<file path="config.mk">
export PLATFORM = sky130hd
export DESIGN_NAME = gregorian_date_arithmetic_unit
export DESIGN_NICKNAME = d
export VERILOG_FILES = /design/src/gda_pkg.sv /design/src/gregorian_date_arithmetic_unit.sv
export SDC_FILE = /design/constraint.sdc
export NUM_CORES = 1
export LEC_CHECK = 0
export ABC_AREA = 1
export BUFFER_PORTS_ARGS = -buffer_cell sky130_fd_sc_hd__buf_2
export CAP_MARGIN = 30
export CORE_MARGIN = 5
export CORE_UTILIZATION = 26
export CTS_CLUSTER_DIAMETER = 120
export DETAILED_ROUTE_END_ITERATION = 8
export PLACE_DENSITY_LB_ADDON = 0.2
export SETUP_SLACK_MARGIN = 0.2
export SKIP_LAST_GASP = 1
export SLEW_MARGIN = 20
export SYNTH_ARGS = -nofsm -noshare
export SYNTH_HDL_FRONTEND = slang
export SYNTH_SLANG_ARGS = --single-unit
</file>
<file path="constraint.sdc">
create_clock -name clk -period 6.47 [get_ports clk]
set_input_delay 0.9705 -clock clk [delete_from_list [all_inputs] [get_ports clk]]
set_output_delay 0.9705 -clock clk [all_outputs]
set_load 0.01 [all_outputs]
</file>
<file path="src/gda_pkg.sv">
// types and constants of the gregorian date arithmetic unit
`timescale 1ns / 1ps

package gda_pkg;

	// day numbers reach about 113k (2099 date plus 65535 days)
	localparam int unsigned NUM_W = 17;

	localparam logic [11:0] FIRST_YEAR = 12'd1970;
	localparam logic [11:0] LAST_YEAR  = 12'd2099;
	localparam logic [11:0] END_YEAR   = 12'd2100;

	localparam logic [1:0] MODE_ADD  = 2'd0;
	localparam logic [1:0] MODE_SUB  = 2'd1;
	localparam logic [1:0] MODE_DIFF = 2'd2;
	localparam logic [1:0] MODE_RSVD = 2'd3;

	typedef struct packed {
		logic [1:0]  mode;
		logic [4:0]  day_a;
		logic [3:0]  month_a;
		logic [11:0] year_a;
		logic [4:0]  day_b;
		logic [3:0]  month_b;
		logic [11:0] year_b;
		logic [15:0] day_count;
	} gda_in_t;

	typedef struct packed {
		logic [4:0]  res_day;
		logic [3:0]  res_month;
		logic [11:0] res_year;
		logic [15:0] days_between;
		logic        error;
	} gda_out_t;

endpackage

</file>
<file path="src/gregorian_date_arithmetic_unit.sv">
// gregorian date add, subtract and difference unit
// Usage:
//   in channel (in_valid/in_ready/in_data) takes one request: a mode, two dates and a
//   day count. out channel (out_valid/out_ready/out_data) returns one result per request.
//   Dates outside 1..31 / 1..12 / 1970..2099 are replaced by 1 Jan 1970.
// Sequence:
//   a request walks years and months one per cycle through a single shared
//   add/subtract unit: date to day number (years from 1970, then months, the day added
//   in the last month step), then back to a date the same way. A reserved mode or a
//   subtract that stays in the month skips the walk and goes straight to the result;
//   the sequencer goes idle as the result is loaded into the output register.
//   in_ready is high only while the sequencer is idle, so one request is at work
//   at a time; the next may start while the previous result waits in the output
//   register.
// Reset: arst_n clears the sequencer and the output valid; the unit comes up idle.
// Stall: a held result stays on out_data; the sequencer finishes its request
//   and waits until the output register is free before going idle.
`timescale 1ns / 1ps

module gregorian_date_arithmetic_unit (
	input  logic              clk,
	input  logic              arst_n,
	input  logic              in_valid,
	output logic              in_ready,
	input  gda_pkg::gda_in_t  in_data,
	output logic              out_valid,
	input  logic              out_ready,
	output gda_pkg::gda_out_t out_data
);
	import gda_pkg::*;

	localparam logic [2:0] ST_IDLE = 3'd0;
	localparam logic [2:0] ST_TN_Y = 3'd1;
	localparam logic [2:0] ST_TN_M = 3'd2;
	localparam logic [2:0] ST_FIN  = 3'd3;
	localparam logic [2:0] ST_FN_Y = 3'd4;
	localparam logic [2:0] ST_FN_M = 3'd5;
	localparam logic [2:0] ST_DONE = 3'd6;

	// 4/100/400 rule reduced to the years 1970..2100
	function automatic logic leap_year(input logic [11:0] y);
		return (y[1:0] == 2'b00) && (y != END_YEAR);
	endfunction

	function automatic logic [8:0] year_len(input logic [11:0] y);
		return leap_year(y) ? 9'd366 : 9'd365;
	endfunction

	function automatic logic [4:0] month_len(input logic [3:0] m, input logic lp);
		logic [4:0] len;
		case (m) inside
			4'd1, 4'd3, 4'd5, 4'd7, 4'd8, 4'd10, 4'd12: len = 5'd31;
			4'd2:                                     len = lp ? 5'd29 : 5'd28;
			default:                                  len = 5'd30;
		endcase
		return len;
	endfunction

	function automatic logic date_ok(input logic [4:0] d, input logic [3:0] m,
		input logic [11:0] y);
		return (d != 5'd0) && (m != 4'd0) && (m <= 4'd12) &&
			(y >= FIRST_YEAR) && (y <= LAST_YEAR);
	endfunction

	logic [2:0]       state_q;
	logic             sel_b_q;
	logic             out_valid_q;
	gda_out_t         out_q;

	logic [1:0]       mode_q;
	logic [4:0]       da_q, db_q;
	logic [3:0]       ma_q, mb_q;
	logic [11:0]      ya_q, yb_q;
	logic [15:0]      cnt_q;
	logic [NUM_W-1:0] acc_q, na_q;
	logic [11:0]      yr_q;
	logic [3:0]       mon_q;
	gda_out_t         rslt_q;

	// validated request fields
	logic             ok_a, ok_b;
	logic [4:0]       va_day, vb_day;
	logic [3:0]       va_mon, vb_mon;
	logic [11:0]      va_yr, vb_yr;
	logic             in_acc, sub_short, out_free;

	assign ok_a   = date_ok(in_data.day_a, in_data.month_a, in_data.year_a);
	assign ok_b   = date_ok(in_data.day_b, in_data.month_b, in_data.year_b);
	assign va_day = ok_a ? in_data.day_a   : 5'd1;
	assign va_mon = ok_a ? in_data.month_a : 4'd1;
	assign va_yr  = ok_a ? in_data.year_a  : FIRST_YEAR;
	assign vb_day = ok_b ? in_data.day_b   : 5'd1;
	assign vb_mon = ok_b ? in_data.month_b : 4'd1;
	assign vb_yr  = ok_b ? in_data.year_b  : FIRST_YEAR;

	assign in_ready  = (state_q == ST_IDLE);
	assign in_acc    = in_valid && in_ready;
	// subtract that stays inside the month keeps month and year as given
	assign sub_short = (in_data.mode == MODE_SUB) && (in_data.day_count < {11'd0, va_day});
	assign out_free  = !out_valid_q || out_ready;

	// date being converted to a day number
	logic [4:0]  tgt_d;
	logic [3:0]  tgt_m;
	logic [11:0] tgt_y;
	assign tgt_d = sel_b_q ? db_q : da_q;
	assign tgt_m = sel_b_q ? mb_q : ma_q;
	assign tgt_y = sel_b_q ? yb_q : ya_q;

	logic [8:0] yd;
	logic [4:0] md;
	assign yd = year_len(yr_q);
	assign md = month_len(mon_q, leap_year(yr_q));

	// shared add/subtract unit
	logic [NUM_W-1:0] alu_a, alu_b;
	logic             alu_sub;
	logic [NUM_W:0]   alu_y;
	logic             borrow;

	always_comb begin
		alu_a   = acc_q;
		alu_b   = '0;
		alu_sub = 1'b0;
		case (state_q)
			ST_TN_Y: alu_b = NUM_W'(yd);
			ST_TN_M: alu_b = (mon_q == tgt_m) ? NUM_W'(tgt_d - 5'd1) : NUM_W'(md);
			ST_FIN: begin
				case (mode_q)
					MODE_ADD: alu_b = NUM_W'(cnt_q);
					MODE_SUB: begin
						alu_b   = NUM_W'(cnt_q);
						alu_sub = 1'b1;
					end
					default: begin
						// first date minus second date
						alu_a   = na_q;
						alu_b   = acc_q;
						alu_sub = 1'b1;
					end
				endcase
			end
			ST_FN_Y: begin
				alu_b   = NUM_W'(yd);
				alu_sub = 1'b1;
			end
			ST_FN_M: begin
				alu_b   = NUM_W'(md);
				alu_sub = 1'b1;
			end
			default: ;
		endcase
		alu_y = alu_sub ? ({1'b0, alu_a} - {1'b0, alu_b}) : ({1'b0, alu_a} + {1'b0, alu_b});
	end

	assign borrow = alu_y[NUM_W];

	// sequencer
	always_ff @(posedge clk or negedge arst_n) begin
		if (!arst_n) begin
			state_q     <= ST_IDLE;
			sel_b_q     <= 1'b0;
			out_valid_q <= 1'b0;
		end else begin
			if (state_q == ST_DONE && out_free)
				out_valid_q <= 1'b1;
			else if (out_valid_q && out_ready)
				out_valid_q <= 1'b0;
			unique case (state_q)
				ST_IDLE: begin
					if (in_acc) begin
						sel_b_q <= 1'b0;
						if (in_data.mode == MODE_RSVD || sub_short)
							state_q <= ST_DONE;
						else
							state_q <= ST_TN_Y;
					end
				end
				ST_TN_Y: begin
					if (yr_q == tgt_y)
						state_q <= ST_TN_M;
				end
				ST_TN_M: begin
					if (mon_q == tgt_m)
						state_q <= ST_FIN;
				end
				ST_FIN: begin
					case (mode_q)
						MODE_ADD: state_q <= ST_FN_Y;
						MODE_SUB: state_q <= borrow ? ST_DONE : ST_FN_Y;
						default: begin
							if (!sel_b_q) begin
								sel_b_q <= 1'b1;
								state_q <= ST_TN_Y;
							end else begin
								state_q <= ST_DONE;
							end
						end
					endcase
				end
				ST_FN_Y: begin
					if (yr_q == END_YEAR)
						state_q <= ST_DONE;
					else if (borrow)
						state_q <= ST_FN_M;
				end
				ST_FN_M: begin
					if (borrow)
						state_q <= ST_DONE;
				end
				ST_DONE: begin
					if (out_free)
						state_q <= ST_IDLE;
				end
				default: state_q <= ST_IDLE;
			endcase
		end
	end

	// datapath
	always_ff @(posedge clk) begin
		case (state_q)
			ST_IDLE: begin
				if (in_acc) begin
					mode_q <= in_data.mode;
					da_q   <= va_day;
					ma_q   <= va_mon;
					ya_q   <= va_yr;
					db_q   <= vb_day;
					mb_q   <= vb_mon;
					yb_q   <= vb_yr;
					cnt_q  <= in_data.day_count;
					acc_q  <= '0;
					yr_q   <= FIRST_YEAR;
					mon_q  <= 4'd1;
					if (in_data.mode == MODE_RSVD)
						rslt_q <= {5'd0, 4'd0, 12'd0, 16'd0, 1'b1};
					else if (sub_short)
						rslt_q <= {va_day - in_data.day_count[4:0], va_mon, va_yr,
							16'd0, 1'b0};
					else
						rslt_q <= '0;
				end
			end
			ST_TN_Y: begin
				if (yr_q != tgt_y) begin
					acc_q <= alu_y[NUM_W-1:0];
					yr_q  <= yr_q + 12'd1;
				end
			end
			ST_TN_M: begin
				acc_q <= alu_y[NUM_W-1:0];
				if (mon_q != tgt_m)
					mon_q <= mon_q + 4'd1;
			end
			ST_FIN: begin
				yr_q  <= FIRST_YEAR;
				mon_q <= 4'd1;
				case (mode_q)
					MODE_ADD: acc_q <= alu_y[NUM_W-1:0];
					MODE_SUB: begin
						if (borrow)
							rslt_q.error <= 1'b1;
						else
							acc_q <= alu_y[NUM_W-1:0];
					end
					default: begin
						if (!sel_b_q) begin
							na_q  <= acc_q;
							acc_q <= '0;
						end else if (borrow) begin
							rslt_q.error <= 1'b1;
						end else begin
							rslt_q.days_between <= alu_y[15:0];
						end
					end
				endcase
			end
			ST_FN_Y: begin
				if (yr_q == END_YEAR)
					rslt_q.error <= 1'b1;
				else if (!borrow) begin
					acc_q <= alu_y[NUM_W-1:0];
					yr_q  <= yr_q + 12'd1;
				end
			end
			ST_FN_M: begin
				if (!borrow) begin
					acc_q <= alu_y[NUM_W-1:0];
					mon_q <= mon_q + 4'd1;
				end else begin
					// remainder is below the month length
					rslt_q.res_day   <= acc_q[4:0] + 5'd1;
					rslt_q.res_month <= mon_q;
					rslt_q.res_year  <= yr_q;
				end
			end
			ST_DONE: begin
				if (out_free)
					out_q <= rslt_q;
			end
			default: ;
		endcase
	end

	assign out_valid = out_valid_q;
	assign out_data  = out_q;

endmodule

</file>
* Yosys cells after proc, flatten, opt, wreduce, memory -nomap -nowiden
Cells that the tools add are included.
** Word-level totals
- Register bits after elaboration :: 191
- Bits of input ports :: 64
- Output and inout bits :: 40
- Logic and storage cells :: 191
** Cells by class
- Add/subtract/negate cells :: 7
- $lt $le $gt $ge :: 7
- Eq/ne operators :: 41
- Muxes and demuxes :: 64
- Bitwise operators :: 2
- Reductions and logical operators :: 45
** Operator list (count)
- 17-bit 2-to-1 mux :: 10
- 38-bit 2-to-1 mux :: 3
- 17-bit one-hot mux with 6 select lines :: 1
- 12-bit 2-to-1 mux :: 6
- 17-bit one-hot mux with 4 select lines :: 1
- 12-bit one-hot mux with 4 select lines :: 1
- 21-bit one-hot mux with 2 select lines :: 1
- 17-bit one-hot mux with 2 select lines :: 1
- 16-bit 2-to-1 mux :: 2
- 16-bit one-hot mux with 2 select lines :: 1
- 2-bit inequality test (second input constant) :: 14
- 3-bit 2-to-1 mux :: 9
- 12-bit by 11-bit greater-or-equal comparator with 1-bit output (second input constant) :: 2
- 12-bit <= comparator (second input constant) :: 2
- 21-bit 2-to-1 mux :: 1
- 3-bit one-hot mux with 7 select lines :: 1
- 4-bit 2-to-1 mux :: 5
- 5-bit AND reduction :: 4
- 17-bit by 17-bit adder with 18-bit output :: 1
- 18-bit 2-to-1 mux :: 1
- 17-bit by 17-bit subtractor with 18-bit output :: 1
- 16-bit by 5-bit less-than comparator with 1-bit output :: 1
- 4-bit one-hot mux with 4 select lines :: 1
- 4-bit nonzero test :: 4
- 47 further kinds :: 92

* Logic depth before layout (Yosys ltp)
- Depth after elaboration :: 13
- Depth in mapped cells :: 34
- Depth with buffers taken out :: 34

* Worst setup path after synthesis
No wires, ideal clock.
- Kind :: flip-flop to flip-flop
- From :: register yr_q[0]
- To :: register yr_q[0] (enable)
- Library setup time :: 385 ps
- Data arrival time :: 4563 ps
- Required time :: 6085 ps
- Slack :: 1522 ps
- Cell stages (with the launch flop) :: 28
- Path buffers :: 1
- Clock period less this slack :: 4948 ps
- Cell sequence :: edfxtp_1 inv_1 ha_1 nand2_1 nor2_1 nand3_1 nand3_1 nand2_1 a21boi_0 nor2_1 ha_1 inv_1 nor2_1 nand4_1 nor2_1 a21oi_1 xor2_1 inv_1 ha_1 nand2_1 nor3_1 nand2_1 o311ai_1 nand3_4 nand2_4 buf_6 nand2_1 a21oi_1
** On the way
- Longest elaborated chain between the ends :: 11
- Elaborated cells on any way between the ends :: 18
- Classes of those cells :: 2 x add/sub; 6 x eq/ne; 7 x mux; 3 x reduce/logical
** Ends and longest elaborated chain
- start, declared :: line gregorian_date_arithmetic_unit.sv:76 : logic [11:0] yr_q;
- start signal, assigned :: line gregorian_date_arithmetic_unit.sv:248 : yr_q <= yr_q + 12'd1;
- start signal, assigned :: line gregorian_date_arithmetic_unit.sv:284 : yr_q <= yr_q + 12'd1;
- 12-bit inequality test or 2-bit logical NOT (tied branches) :: line gregorian_date_arithmetic_unit.sv:42 : return (y[1:0] == 2'b00) && (y != END_YEAR);
- 1-bit logical AND :: line gregorian_date_arithmetic_unit.sv:42
- 1-bit 2-to-1 mux :: line gregorian_date_arithmetic_unit.sv:53 : 4'd2: len = lp ? 5'd29 : 5'd28;
- 2-bit 2-to-1 mux (2 in series) :: line gregorian_date_arithmetic_unit.sv:51 : case (m) inside
- 17-bit 2-to-1 mux :: line gregorian_date_arithmetic_unit.sv:127 : ST_TN_M: alu_b = (mon_q == tgt_m) ? NUM_W'(tgt_d - 5'd1) : NUM_W'(md);
- 17-bit one-hot mux with 4 select lines :: line gregorian_date_arithmetic_unit.sv:125 : case (state_q)
- 17-bit by 17-bit adder with 18-bit output or 17-bit by 17-bit subtractor with 18-bit output (tied branches) :: line gregorian_date_arithmetic_unit.sv:153 : alu_y = alu_sub ? ({1'b0, alu_a} - {1'b0, alu_b}) : ({1'b0, alu_a} + {1'b0, alu_b});
- 18-bit 2-to-1 mux :: line gregorian_date_arithmetic_unit.sv:153
- 2-bit inequality test (no source line)
- 5-bit AND reduction (no source line) (*)
Every way passes the cells marked *; elsewhere a longest branch is shown, timed or not.
A chain may end at the register's enable or synchronous reset.

* Worst setup path after layout
- From :: register sel_b_q
- To :: register rslt_q[9] (netlist name) (enable)
** On the way
- Longest elaborated chain between the ends :: 8
- Elaborated cells on any way between the ends :: 12
- Classes of those cells :: 3 x add/sub; 3 x eq/ne; 5 x mux; 1 x reduce/logical
** Ends and longest elaborated chain
- start, declared :: line gregorian_date_arithmetic_unit.sv:66 : logic sel_b_q;
- start signal, assigned :: line gregorian_date_arithmetic_unit.sv:162 : sel_b_q <= 1'b0;
- start signal, assigned :: line gregorian_date_arithmetic_unit.sv:172 : sel_b_q <= 1'b0;
- start signal, assigned :: line gregorian_date_arithmetic_unit.sv:193 : sel_b_q <= 1'b1;
- 5-bit 2-to-1 mux or 4-bit 2-to-1 mux (tied branches) :: line gregorian_date_arithmetic_unit.sv:106, gregorian_date_arithmetic_unit.sv:107
- 5-bit by 1-bit subtractor with 6-bit output or 4-bit equality test (tied branches) :: line gregorian_date_arithmetic_unit.sv:127
- 17-bit 2-to-1 mux :: line gregorian_date_arithmetic_unit.sv:127
- 17-bit one-hot mux with 4 select lines :: line gregorian_date_arithmetic_unit.sv:125
- 17-bit by 17-bit adder with 18-bit output or 17-bit by 17-bit subtractor with 18-bit output (tied branches) :: line gregorian_date_arithmetic_unit.sv:153
- 18-bit 2-to-1 mux :: line gregorian_date_arithmetic_unit.sv:153
- 2-bit inequality test (no source line)
- 5-bit AND reduction (no source line) (*)
- end signal, assigned :: line gregorian_date_arithmetic_unit.sv:237 : rslt_q <= {5'd0, 4'd0, 12'd0, 16'd0, 1'b1};
- end signal, assigned :: line gregorian_date_arithmetic_unit.sv:239 : rslt_q <= {va_day - in_data.day_count[4:0], va_mon, va_yr,
- end, declared :: line gregorian_date_arithmetic_unit.sv:78 : gda_out_t rslt_q;
Marks and branches as above.

==> impl_metrics.tcl <==
set metrics [dict create \
    fillers 4357 \
    port_buffers 103 \
    synth-edff-count 186 \
    arrival_ps 5760 \
    dpl_cell_area_um2 11900 \
    tightest_slew_ps 793 \
    syn_area_um2 10800 \
    ctsResizeCount 0 \
    root_buffer "clkbuf_16" \
    cts.clk_slew.worst_paths_ps 80 \
    p_seq_share_pct 30.0 \
    slew_viol_final 0 \
    p_int_uw 3630 \
    power_frac_comb_pct 55.4 \
    ys_top_cells_by_count "nand2_1 (287), edfxtp_1 (186), inv_1 (170)" \
    p_sw_uw 3320 \
    max_cap_viol_count 0 \
    hold_class "in -> async" \
    synth_area_leaders "edfxtp_1 (52%), nand2_1 (10%), inv_1 (5.9%)" \
    fmax_mhz 177 \
    maxSlewHeadroom_pct 46.9 \
    yosysMostFrequentCell "nand2_1" \
    powerDensity_nw_per_um2 557 \
    final_cell_area_um2 12500 \
    antenna_found_initial 4 \
    dpl.hpwl_um 23700 \
    cts_tree "built" \
    grt_max_degree 61 \
    core_um2 40900 \
    setup_viol 0 \
    initialDrtViolationCount 640 \
    cts_buffers 17 \
    row_count 74 \
    hold_buffers 0 \
    p_leak_uw 0.00544 \
    initial_utilization_pct 26.3 \
    gp_congestion 0.891 \
    p_sw_share_pct 47.7 \
    syn_nets 1284 \
    dr.pass1.iters 5 \
    end_kind "flop" \
    die_w_um 214 \
    die_area_um2 45600 \
    clock-sinks 191 \
    worstPathRequired_ps 6570 \
    die_y_um 214 \
    synth_warnings 0 \
    total_power_uw 6950 \
    hold_viol_final 0 \
    worstSetupStartpointType "flop" \
    io_pins 104 \
    wl_per_cell_um 16.3 \
    drcViolationCount 0 \
    rsz0062_at_grt "no" \
    via_per_inst 4.43 \
    min_period_ps 5660 \
    wirelength_um 29900 \
    antenna_left 0 \
    clockPowerShare_pct 14.6 \
    clk_latency_ps 450 \
    skew_ps 14.2 \
    vias 8144 \
    post-place-ws_ps 762 \
    cts_max_level 4 \
    synth_seq_cells 191 \
    layout_setup_ws_ps 811 \
    synth-seq-area-share_pct 53.0 \
    status "finished, final reports clean" \
    global_route.usage.total_pct 13.3 \
    finish.net_count 1394 \
    postCtsSetupBuffers 0 \
    cts_buffer_depth 2 \
    vdd_drop_max_v 0.000246 \
    synth.top_cell.area_share_pct 51.9 \
    crit_path_max_fanout 25 \
    postSynthCellCount 1183 \
    final_core_util_pct 30.5 \
    async_flop_share_pct 2.62 \
    fin_setup_tns_ps 0 \
    grt_pass1_vias 8016 \
    grt_pass1_wl_um 46300 \
    synth_cell_type_count 54 \
    grt-ovfl-total 0 \
    avgSynthCellArea_um2 9.10 \
    layout-drive-gt1-share_pct 16.3 \
    critical_path_class "reg -> reg" \
    min_period_over_period_pct 87.5 \
    yosys.area.top_type "edfxtp_1" \
    synthFlopType "edfxtp_1" \
    area_growth_pct 15.9 \
]
## metal layers
| layer | wire length (um) | vias to the layer above | global-route usage (%) |
|---|---|---|---|
| met5 | 40 | - | 0 |
| met4 | 496 | 6 | 3.86 |
| met3 | 1700 | 39 | 2.96 |
| met2 | 12800 | 169 | 19.8 |
| met1 | 14900 | 3772 | 19.4 |
| li1 | - | 4158 | - |
## stage by stage
| stage | std cells | hold slack, ps |
|---|---|---|
| floorplan | 1183 | 400 |
| finish | 1839 | 334 |
| global placement | 1804 | 404 |
| CTS | 1838 | 309 |
| detailed placement | 1806 | 405 |
| global route | 1838 | 313 |
## cells in the final DEF, fill, tap and decap left out, drive strengths merged, types with 3 or more instances in the layout
| cell type | instances |
|---|---|
| nor2 | 117 |
| o21ai | 63 |
| xnor2 | 9 |
| nand3 | 76 |
| nand4 | 8 |
| o211ai | 3 |
| clkinv | 6 |
| edfxtp | 186 |
| a21oi | 51 |
| or2 | 13 |
| a22oi | 11 |
| clkbuf | 18 |
| xor2 | 34 |
| nand2 | 302 |
| nor3 | 18 |
| nor4 | 10 |
| ha | 35 |
| dfrtp | 5 |
| nand3b | 4 |
| buf | 114 |
| inv | 188 |
| o22ai | 8 |
## registers in the layout, summed over array words and instances, names as in the netlist, 5 cells and up
name      cells
yb_q         12
na_q         17
db_q          5
da_q          5
acc_q        17
yr_q         12
ya_q         12
rslt_q       38
cnt_q        16
out_data     38
## power groups by stage
stage                     Combinational, uW  Clock, uW  Sequential [uW]
after floorplan                        2890          0             2040
after global placement                 3830          0             2110
after detailed placement               3840          0             2110
after CTS                              3850       1050             2090
after global routing                   4400       1100             2120
final                                  3850       1020             2080
## area by class of cell
class | instances | area (um2) | area share, %
Antenna cell | 1 | 2.50 | 0.0200
Sequential cell | 191 | 5710 | 45.7
Clock inverter | 14 | 121 | 0.972
Clock buffer | 18 | 429 | 3.44
Timing Repair Buffer | 114 | 622 | 4.98
Inverter | 181 | 683 | 5.47
Multi-Input combinational cell | 788 | 4250 | 34.0
Tap cell | 532 | 666 | 5.33
## worst paths after layout
kind | from | to | slack [ps] | cells past startpoint
max reg2reg | sel_b_q$_DFFE_PN0P_ | rslt_q[9]$_SDFFCE_PN0P_ | 810 | 27
min reg2reg | rslt_q[14]$_SDFFCE_PN0P_ | out_data[14]$_DFFE_PP_ | 420 | 0
min | arst_n | sel_b_q$_DFFE_PN0P_ | 330 | 1
max | sel_b_q$_DFFE_PN0P_ | rslt_q[9]$_SDFFCE_PN0P_ | 810 | 27
max in group asynchronous | arst_n | state_q[1]$_DFFE_PN0P_ | 5990 | 1
min in group clk | rslt_q[14]$_SDFFCE_PN0P_ | out_data[14]$_DFFE_PP_ | 420 | 0
## critical path, cell delays in order, from the launching register on
cell and delay (ps):
dfrtp_1 390, inv_2 350, nand2_1 150, nand3_1 100, nand2_1 50, nor2_1 170
nand2_1 90, nand2_2 120, a21boi_0 100, nor2_1 180, ha_1 200, inv_1 50
nor2_1 190, nand4_1 170, nor2_1 270, a21oi_1 120, xor2_1 140, inv_1 60
ha_1 350, nand2_1 110, nor3_1 240, nand2_1 110, o311ai_1 570, nand3_2 220
nand2_4 240, nand2_2 60, nand3b_1 150, clkinvlp_4 330
## cells by family after synthesis
family	Yosys count	share of synthesized area, %
AO/OA/AOI/OAI	157	8.47
XOR/XNOR	43	3.50
adder cells (fa/ha/maj)	37	4.44
buffers and inverters	204	7.66
flip-flops	191	53.0
AND/OR/NAND/NOR	551	22.9
Note: power is estimated with default switching activity, not from simulation.
